**src/sv/assert_macros.svh**
```systemverilog
// assertion macros used by the top rtl file
`ifndef ASSERT_MACROS_SVH
`define ASSERT_MACROS_SVH

// same-cycle implication, checked on every rising clock edge out of reset
`define ASSERT_IMPL(lbl, ante, cons, msg) \
	lbl: assert property (@(posedge clk) disable iff (!arst_n) (ante) |-> (cons)) \
		else $error(msg);

// next-cycle implication
`define ASSERT_NEXT(lbl, ante, cons, msg) \
	lbl: assert property (@(posedge clk) disable iff (!arst_n) (ante) |=> (cons)) \
		else $error(msg);

`endif

```
**src/sv/mcbch_pkg.sv**
```systemverilog
// types, constants and helper functions of the marker code encoder
package mcbch_pkg;

	localparam logic [2:0] MODE_HAMMING63 = 3'd0;
	localparam logic [2:0] MODE_PARITY65  = 3'd1;
	localparam logic [2:0] MODE_BCH13_9   = 3'd2;
	localparam logic [2:0] MODE_BCH13_5   = 3'd3;
	localparam logic [2:0] MODE_BCH22_12  = 3'd4;
	localparam logic [2:0] MODE_BCH22_7   = 3'd5;
	localparam logic [2:0] MODE_GLOBAL_ID = 3'd6;
	localparam logic [2:0] MODE_RAW       = 3'd7;

	localparam logic [2:0] CODE_MODE_RST = MODE_HAMMING63;
	localparam logic [3:0] RAW_SIDE_RST  = 4'd3;

	localparam int unsigned CW_W  = 61;
	localparam int unsigned LEN_W = 6;
	localparam int unsigned VAL_W = 64;

	// register indexes on the apb port
	localparam logic REG_CODE_MODE = 1'b0;
	localparam logic REG_RAW_SIDE  = 1'b1;

	// generator polynomials, bit i is the coefficient of x^i
	localparam logic [15:0] GEN_13_9  = 16'h0013;
	localparam logic [15:0] GEN_13_5  = 16'h01D1;
	localparam logic [15:0] GEN_22_12 = 16'h0769;
	localparam logic [15:0] GEN_22_7  = 16'h8FAF;

	localparam logic [5:0] HAMMING_TBL [8] = '{
		6'd0, 6'd7, 6'd25, 6'd30, 6'd42, 6'd45, 6'd51, 6'd52
	};

	localparam logic [5:0] PARITY_TBL [32] = '{
		6'd0, 6'd33, 6'd34, 6'd3, 6'd36, 6'd5, 6'd6, 6'd39,
		6'd40, 6'd9, 6'd10, 6'd43, 6'd12, 6'd45, 6'd46, 6'd15,
		6'd48, 6'd17, 6'd18, 6'd51, 6'd20, 6'd53, 6'd54, 6'd23,
		6'd24, 6'd57, 6'd58, 6'd27, 6'd60, 6'd29, 6'd30, 6'd63
	};

	typedef struct packed {
		logic [2:0] code_mode;
		logic [3:0] raw_side;
	} cfg_t;

	// parity column of data bit i: x^(r+i) mod g(x), evaluated at elaboration
	function automatic logic [15:0] bch_col(input int unsigned r, input logic [15:0] gen,
		input int unsigned i);
		logic [16:0] rem;
		int unsigned s;
		rem = 17'd1;
		for (s = 0; s < 32; s++) begin
			if (s < r + i) begin
				rem = rem << 1;
				if (rem[r]) begin
					rem = rem ^ {1'b0, gen};
				end
			end
		end
		return rem[15:0];
	endfunction

	// raw mode length side*side-3, zero when the side gives no usable length
	function automatic logic [5:0] raw_len(input logic [3:0] side);
		logic [5:0] len;
		case (side)
			4'd2:    len = 6'd1;
			4'd3:    len = 6'd6;
			4'd4:    len = 6'd13;
			4'd5:    len = 6'd22;
			4'd6:    len = 6'd33;
			4'd7:    len = 6'd46;
			4'd8:    len = 6'd61;
			default: len = 6'd0;
		endcase
		return len;
	endfunction

endpackage

```
**src/sv/mcbch_cfg.sv**
```systemverilog
// apb configuration registers of the marker code encoder
module mcbch_cfg (
	input  logic               clk,
	input  logic               arst_n,
	input  logic               psel,
	input  logic               penable,
	input  logic               pwrite,
	input  logic [2:0]         paddr,
	input  logic [31:0]        pwdata,
	output logic [31:0]        prdata,
	output logic               pready,
	output mcbch_pkg::cfg_t    cfg
);
	import mcbch_pkg::*;

	logic [2:0] code_mode_q;
	logic [3:0] raw_side_q;
	logic       wr_en;
	logic       reg_sel;

	assign pready  = 1'b1;
	assign reg_sel = paddr[2];
	assign wr_en   = psel && penable && pwrite && pready;

	always_ff @(posedge clk or negedge arst_n) begin
		if (!arst_n) begin
			code_mode_q <= CODE_MODE_RST;
			raw_side_q  <= RAW_SIDE_RST;
		end else if (wr_en) begin
			case (reg_sel)
				REG_CODE_MODE: code_mode_q <= pwdata[2:0];
				REG_RAW_SIDE:  raw_side_q  <= pwdata[3:0];
				default:       code_mode_q <= code_mode_q;
			endcase
		end
	end

	always_comb begin
		case (reg_sel)
			REG_CODE_MODE: prdata = {29'd0, code_mode_q};
			REG_RAW_SIDE:  prdata = {28'd0, raw_side_q};
			default:       prdata = 32'd0;
		endcase
	end

	assign cfg.code_mode = code_mode_q;
	assign cfg.raw_side  = raw_side_q;

endmodule

```
**src/sv/mcbch_enc.sv**
```systemverilog
// combinational codeword and length for one code value
module mcbch_enc (
	input  mcbch_pkg::cfg_t   cfg,
	input  logic [63:0]       value,
	output logic [60:0]       codeword,
	output logic [5:0]        code_length
);
	import mcbch_pkg::*;

	localparam int unsigned R13_9  = 4;
	localparam int unsigned K13_9  = 9;
	localparam int unsigned R13_5  = 8;
	localparam int unsigned K13_5  = 5;
	localparam int unsigned R22_12 = 10;
	localparam int unsigned K22_12 = 12;
	localparam int unsigned R22_7  = 15;
	localparam int unsigned K22_7  = 7;

	logic [R13_9-1:0]  t13_9  [K13_9];
	logic [R13_5-1:0]  t13_5  [K13_5];
	logic [R22_12-1:0] t22_12 [K22_12];
	logic [R22_7-1:0]  t22_7  [K22_7];

	logic [R13_9-1:0]  p13_9;
	logic [R13_5-1:0]  p13_5;
	logic [R22_12-1:0] p22_12;
	logic [R22_7-1:0]  p22_7;

	logic [5:0]  rlen;
	logic [63:0] rmask;
	logic        hi_zero;

	// each data bit contributes a fixed parity column
	for (genvar i = 0; i < K13_9; i++) begin : g_c13_9
		localparam logic [15:0] C = bch_col(R13_9, GEN_13_9, i);
		assign t13_9[i] = value[i] ? C[R13_9-1:0] : '0;
	end
	for (genvar i = 0; i < K13_5; i++) begin : g_c13_5
		localparam logic [15:0] C = bch_col(R13_5, GEN_13_5, i);
		assign t13_5[i] = value[i] ? C[R13_5-1:0] : '0;
	end
	for (genvar i = 0; i < K22_12; i++) begin : g_c22_12
		localparam logic [15:0] C = bch_col(R22_12, GEN_22_12, i);
		assign t22_12[i] = value[i] ? C[R22_12-1:0] : '0;
	end
	for (genvar i = 0; i < K22_7; i++) begin : g_c22_7
		localparam logic [15:0] C = bch_col(R22_7, GEN_22_7, i);
		assign t22_7[i] = value[i] ? C[R22_7-1:0] : '0;
	end

	always_comb begin
		p13_9  = '0;
		p13_5  = '0;
		p22_12 = '0;
		p22_7  = '0;
		for (int i = 0; i < K13_9; i++) p13_9 = p13_9 ^ t13_9[i];
		for (int i = 0; i < K13_5; i++) p13_5 = p13_5 ^ t13_5[i];
		for (int i = 0; i < K22_12; i++) p22_12 = p22_12 ^ t22_12[i];
		for (int i = 0; i < K22_7; i++) p22_7 = p22_7 ^ t22_7[i];
	end

	assign rlen    = raw_len(cfg.raw_side);
	assign rmask   = (64'd1 << rlen) - 64'd1;
	assign hi_zero = ((value & ~rmask) == 64'd0);

	always_comb begin
		codeword    = '0;
		code_length = '0;
		case (cfg.code_mode)
			MODE_HAMMING63: begin
				if (value[63:3] == '0) begin
					codeword    = 61'(HAMMING_TBL[value[2:0]]);
					code_length = 6'd6;
				end
			end
			MODE_PARITY65: begin
				if (value[63:5] == '0) begin
					codeword    = 61'(PARITY_TBL[value[4:0]]);
					code_length = 6'd6;
				end
			end
			MODE_BCH13_9: begin
				if (value[63:K13_9] == '0) begin
					codeword    = 61'({value[K13_9-1:0], p13_9});
					code_length = 6'd13;
				end
			end
			MODE_BCH13_5: begin
				if (value[63:K13_5] == '0) begin
					codeword    = 61'({value[K13_5-1:0], p13_5});
					code_length = 6'd13;
				end
			end
			MODE_BCH22_12: begin
				if (value[63:K22_12] == '0) begin
					codeword    = 61'({value[K22_12-1:0], p22_12});
					code_length = 6'd22;
				end
			end
			MODE_BCH22_7: begin
				if (value[63:K22_7] == '0) begin
					codeword    = 61'({value[K22_7-1:0], p22_7});
					code_length = 6'd22;
				end
			end
			MODE_GLOBAL_ID: begin
				codeword    = '0;
				code_length = '0;
			end
			MODE_RAW: begin
				if (rlen != 6'd0 && hi_zero) begin
					codeword    = value[60:0];
					code_length = rlen;
				end
			end
			default: begin
				codeword    = '0;
				code_length = '0;
			end
		endcase
	end

endmodule

```
**src/sv/marker_code_bch_encoder_top.sv**
```systemverilog
// an accepted item goes to the input register, its result to the result register
// throughput: one item per cycle while out_stall is low, set by the single
// encode stage between the input register and the result register
// a stalled output holds its result; only an empty input register takes an item
// reset: arst_n clears both valid flags, code_mode to 0 and raw_side to 3
module marker_code_bch_encoder_top (
	input  logic        clk,
	input  logic        arst_n,
	input  logic        in_valid,
	output logic        in_stall,
	input  logic [63:0] code_value,
	output logic        out_valid,
	input  logic        out_stall,
	output logic [60:0] codeword,
	output logic [5:0]  code_length,
	input  logic        psel,
	input  logic        penable,
	input  logic        pwrite,
	input  logic [2:0]  paddr,
	input  logic [31:0] pwdata,
	output logic [31:0] prdata,
	output logic        pready
);
	import mcbch_pkg::*;
	`include "assert_macros.svh"

	cfg_t        cfg;
	logic        valid_s1;
	logic [63:0] value_s1;
	logic        valid_s2;
	logic [60:0] codeword_s2;
	logic [5:0]  length_s2;
	logic [60:0] enc_cw;
	logic [5:0]  enc_len;
	logic        adv1;
	logic        adv2;

	mcbch_cfg u_cfg (
		.clk     (clk),
		.arst_n  (arst_n),
		.psel    (psel),
		.penable (penable),
		.pwrite  (pwrite),
		.paddr   (paddr),
		.pwdata  (pwdata),
		.prdata  (prdata),
		.pready  (pready),
		.cfg     (cfg)
	);

	mcbch_enc u_enc (
		.cfg         (cfg),
		.value       (value_s1),
		.codeword    (enc_cw),
		.code_length (enc_len)
	);

	// each stage moves when the one after it has room
	assign adv2     = !valid_s2 || !out_stall;
	assign adv1     = !valid_s1 || adv2;
	assign in_stall = !adv1;

	always_ff @(posedge clk or negedge arst_n) begin
		if (!arst_n) begin
			valid_s1 <= 1'b0;
			valid_s2 <= 1'b0;
		end else begin
			if (adv1) begin
				valid_s1 <= in_valid;
			end
			if (adv2) begin
				valid_s2 <= valid_s1;
			end
		end
	end

	always_ff @(posedge clk) begin
		if (adv1 && in_valid) begin
			value_s1 <= code_value;
		end
		if (adv2 && valid_s1) begin
			codeword_s2 <= enc_cw;
			length_s2   <= enc_len;
		end
	end

	assign out_valid   = valid_s2;
	assign codeword    = codeword_s2;
	assign code_length = length_s2;

	`ASSERT_NEXT(a_accept_fills_s1, in_valid && !in_stall, valid_s1, "accepted item lost")
	`ASSERT_IMPL(a_empty_no_stall, !valid_s1, !in_stall, "stall with empty input stage")
	`ASSERT_IMPL(a_reject_zero, valid_s2 && length_s2 == 6'd0, codeword_s2 == 61'd0,
		"rejected item with nonzero codeword")
	`ASSERT_IMPL(a_len_legal, valid_s2, length_s2 == 6'd0 || length_s2 == 6'd1 ||
		length_s2 == 6'd6 || length_s2 == 6'd13 || length_s2 == 6'd22 ||
		length_s2 == 6'd33 || length_s2 == 6'd46 || length_s2 == 6'd61,
		"illegal code length")

endmodule

```
**config.mk**
```make
export PLATFORM = sky130hd
export DESIGN_NAME = marker_code_bch_encoder_top
export DESIGN_NICKNAME = d
export VERILOG_FILES = /design/src/sv/mcbch_pkg.sv /design/src/sv/mcbch_cfg.sv /design/src/sv/mcbch_enc.sv /design/src/sv/marker_code_bch_encoder_top.sv
export VERILOG_INCLUDE_DIRS = /design/src /design/src/sv
export SDC_FILE = /design/constraint.sdc
export NUM_CORES = 1
export LEC_CHECK = 0
export BUFFER_PORTS_ARGS = -buffer_cell sky130_fd_sc_hd__buf_2
export CAP_MARGIN = 5
export CORE_MARGIN = 4
export CORE_UTILIZATION = 44
export CTS_CLUSTER_SIZE = 10
export DETAILED_ROUTE_END_ITERATION = 8
export MAX_ROUTING_LAYER = met4
export PLACE_DENSITY = 0.75
export SYNTH_ARGS = -nofsm -noshare
export SYNTH_HDL_FRONTEND = slang
export SYNTH_SLANG_ARGS = --single-unit
```
**constraint.sdc**
```tcl
create_clock -name clk -period 8.9 [get_ports clk]
set_input_delay 0.89 -clock clk [delete_from_list [all_inputs] [get_ports clk]]
set_output_delay 0.89 -clock clk [all_outputs]
set_load 0.005 [all_outputs]
```
==> run_results.csv <==
group,metric,value,unit
yosys,syn_inst,565,
floorplan,ioPinCount,208,
worst_setup_path,cp.required,9060,ps
clocking,cts_buffers,17,
timing,rsz0062_at_grt,"false",
yosys,ys_types,67,
route,finalWirelength,17400,um
yosys,ys_seq_elements,140,
hold_path,hp-class,"in -> async",
route,drcViolationCount,0,
power_and_ir_drop,power_frac_seq,48.1,%
worst_setup_path,startpoint_type,"flip-flop",
clocking,cts_resized,0,
grt,met2_usage,30.2,%
clocking,post_cts_buffers,0,
worst_setup_path,path_class,"reg -> reg",
power_and_ir_drop,intPower,1270,uW
route,vias,4920,
timing,max_freq,0.273,GHz
grt,top_usage_layer,"met2",
timing,worstMarginPinSlew,970,ps
finish,final_nets,810,
route,first_pass_iters,6,
worst_setup_path,critPathArrivalTime,3820,ps
finish,fin_util,54.2,%
grt,grt_pass1_wl,26900,um
floorplan,die_h,134,um
clocking,clkSlewWorstSetupHoldPaths,60,ps
grt,met1_usage,26.3,%
power_and_ir_drop,clkPwrFrac,38.2,%
floorplan,fp-row-count,45,
clocking,root_buffer,"clkbuf_16",
worst_setup_path,setup.worst_path.end_class,"flip-flop",
power_and_ir_drop,pwr-share-comb,13.7,%
power_and_ir_drop,vdd_drop_max,0.120,mV
worst_setup_path,crit_fanout,26,
power_and_ir_drop,p_sw,454,uW
power_and_ir_drop,power.density,207,nW/um^2
place,pre_cts_slack,5250,ps
job,timing.max_cap.violations,0,
yosys,synth_area,7000,um^2
yosys,ys_async_sr_fraction,6.43,%
route,ant_nets,0,
floorplan,die_w,134,um
clocking,worstSkewPairLatency,420,ps
floorplan,initial_core_util,45.5,%
place,routabilityCongestion,0.962,
timing,setup-violations-final,0,
route,wire_per_inst,18.8,um
finish,area_delta_synth_final,19.2,%
yosys,synth_ff_type,"edfxtp_1",
clocking,cts_hold_buffers,0,
yosys,synth_warnings,0,
yosys,synth.avg_cell_area,12.4,um^2
clocking,cts_tree,"built",
timing,setup_ws,5240,ps
timing,period_minus_slack,3660,ps
grt,gr-total-overflow,0,
power_and_ir_drop,leakage,0.00339,uW
floorplan,die_area,18000,um^2
floorplan,core-area,15400,um^2
finish,fillers,1315,
place,dp_hpwl,12400,um
power_and_ir_drop,switching_share,26.3,%
timing,final.setup.tns,0,ps
timing,hold_viol,0,
grt,antenna_found_initial,2,
route,vias_per_cell,5.32,
grt,grt_pass1_vias,4833,
status,status,"finished clean",
finish,drive_gt1_share,29.8,%
place,io_buffers,148,
clocking,htree_levels,4,
yosys,synth_edf_count,131,
timing,slew_headroom,34.9,%
timing,maxSlewViolCount,0,
grt,use_met3,4.76,%
clocking,cts.sinks,140,
yosys,seq_area_frac_synth,59.5,%
route,drt-initial-drc-count,581,
clocking,cts_buffer_depth,2,
grt,grt_max_degree,68,
timing,skew,7.23,ps
grt,track_usage,20.1,%
timing,fin_crit_sh,41.2,%
## kinds of logic after synthesis
group	share of synthesized area, %
adder cells (fa/ha/maj)	1.07
multiplexers	1.61
flip-flops	59.5
AO/OA/AOI/OAI	9.77
AND/OR/NAND/NOR	13.8
buffers and inverters	6.42
other	0.107
XOR/XNOR	7.76
## power groups by stage
stage	Sequential, uW	Clock, uW	Combinational (uW)
after detailed placement	843	0	235
after global routing	837	710	261
after floorplan	814	0	185
final	831	659	237
after global placement	841	0	234
after CTS	829	672	236
## layout make-up
type                            instances  area [um^2]  area share, %
Inverter                               18         67.6          0.811
Multi-Input combinational cell        369         2510           30.1
Sequential cell                       140         4160           49.9
Tap cell                              211          264           3.17
Antenna cell                            2         5.00         0.0600
Timing Repair Buffer                  152          771           9.25
Clock inverter                         10         73.8          0.886
Clock buffer                           22          485           5.82
## Yosys cell counts, types with 2 or more instances
library cell,n,area [um^2]
and3_1,9,56.3
nand4_2,2,25.0
conb_1,2,7.51
inv_1,18,67.6
nor4_1,6,37.5
a221oi_1,3,26.3
nor3_1,14,70.1
a21o_1,4,30.0
o21ai_1,3,15.0
o31a_1,3,26.3
dfrtp_1,7,175
or3_1,2,12.5
o32ai_1,2,17.5
o21ai_0,15,75.1
and2_1,44,275
nand3_1,11,55.1
dfstp_2,2,52.6
o2111ai_1,3,26.3
a21oi_1,18,90.1
o22ai_1,5,31.3
nand4_1,4,25.0
buf_2,8,40.0
nor2_1,32,120
nand2b_1,2,12.5
nor2_4,2,22.5
a311o_1,2,20.0
nand2_1,23,86.3
a211oi_1,4,30.0
xnor2_1,44,385
ha_1,6,75.1
clkbuf_1,23,86.3
nand3b_1,2,15.0
mux2_2,10,113
a22oi_1,7,52.6
or4_4,2,22.5
xor2_1,18,158
a222oi_1,11,110
edfxtp_1,131,3930
buf_4,32,240
o211ai_2,2,25.0
## routing by layer
metal  vias to the layer above  routed length [um]
li1                       2286                   -
met1                      2337                7400
met4                         0                 376
met3                        40                1470
met5                         -                   0
met2                       257                8140
## cells in the final DEF (no fill, tap or decap), types with 11 or more instances in the layout
cell       instances
conb_1            29
a21oi_1           18
and2_1            43
a222oi_1          11
xor2_1            18
nand3_1           11
nor3_1            14
o21ai_0           15
inv_1             18
clkbuf_16         18
nand2_1           23
edfxtp_1         131
nor2_1            32
xnor2_1           44
buf_2            148
## worst max-delay path: stages, from the launching register on
cell and delay (ps):
dfrtp_1 680, or3b_2 560, o22ai_1 180, ha_1 290, inv_1 80, nand4_1 100, a21oi_1 70, o2111ai_1 410
nor4_4 80, buf_4 250, or2_1 280, a2111o_1 400
## stage by stage
step	std cells	power, uW	cell area, um^2	hold slack, ps
after CTS	922	1740	8330	297
after detailed placement	890	1080	7770	484
after global placement	890	1070	7770	463
final	924	1730	8340	306
after floorplan	592	999	7100	443
after global routing	924	1810	8340	302
## registers in the layout, summed over array words and instances, names as in the netlist
signal / count
valid_s1: 1
value_s1: 64
u_cfg.code_mode_q: 3
codeword: 61
u_cfg.raw_side_q: 4
code_length: 6
out_valid: 1
## path summary, 6_finish.rpt
check | from | end | slack, ps | depth (start not counted)
min in group clk | valid_s1$_DFFE_PN0N_ | out_valid$_DFFE_PN0P_ | 490 | 1
min reg2reg | valid_s1$_DFFE_PN0N_ | out_valid$_DFFE_PN0P_ | 490 | 1
max in group asynchronous | arst_n | u_cfg.raw_side_q[0]$_DFFE_PN1P_ | 8350 | 1
max reg2reg | u_cfg.raw_side_q[3]$_DFFE_PN0P_ | codeword[0]$_DFFE_PP_ | 5240 | 11
min | arst_n | u_cfg.raw_side_q[3]$_DFFE_PN0P_ | 310 | 1
max | u_cfg.raw_side_q[3]$_DFFE_PN0P_ | codeword[0]$_DFFE_PP_ | 5240 | 11
Note: power is estimated with default switching activity, not from simulation.
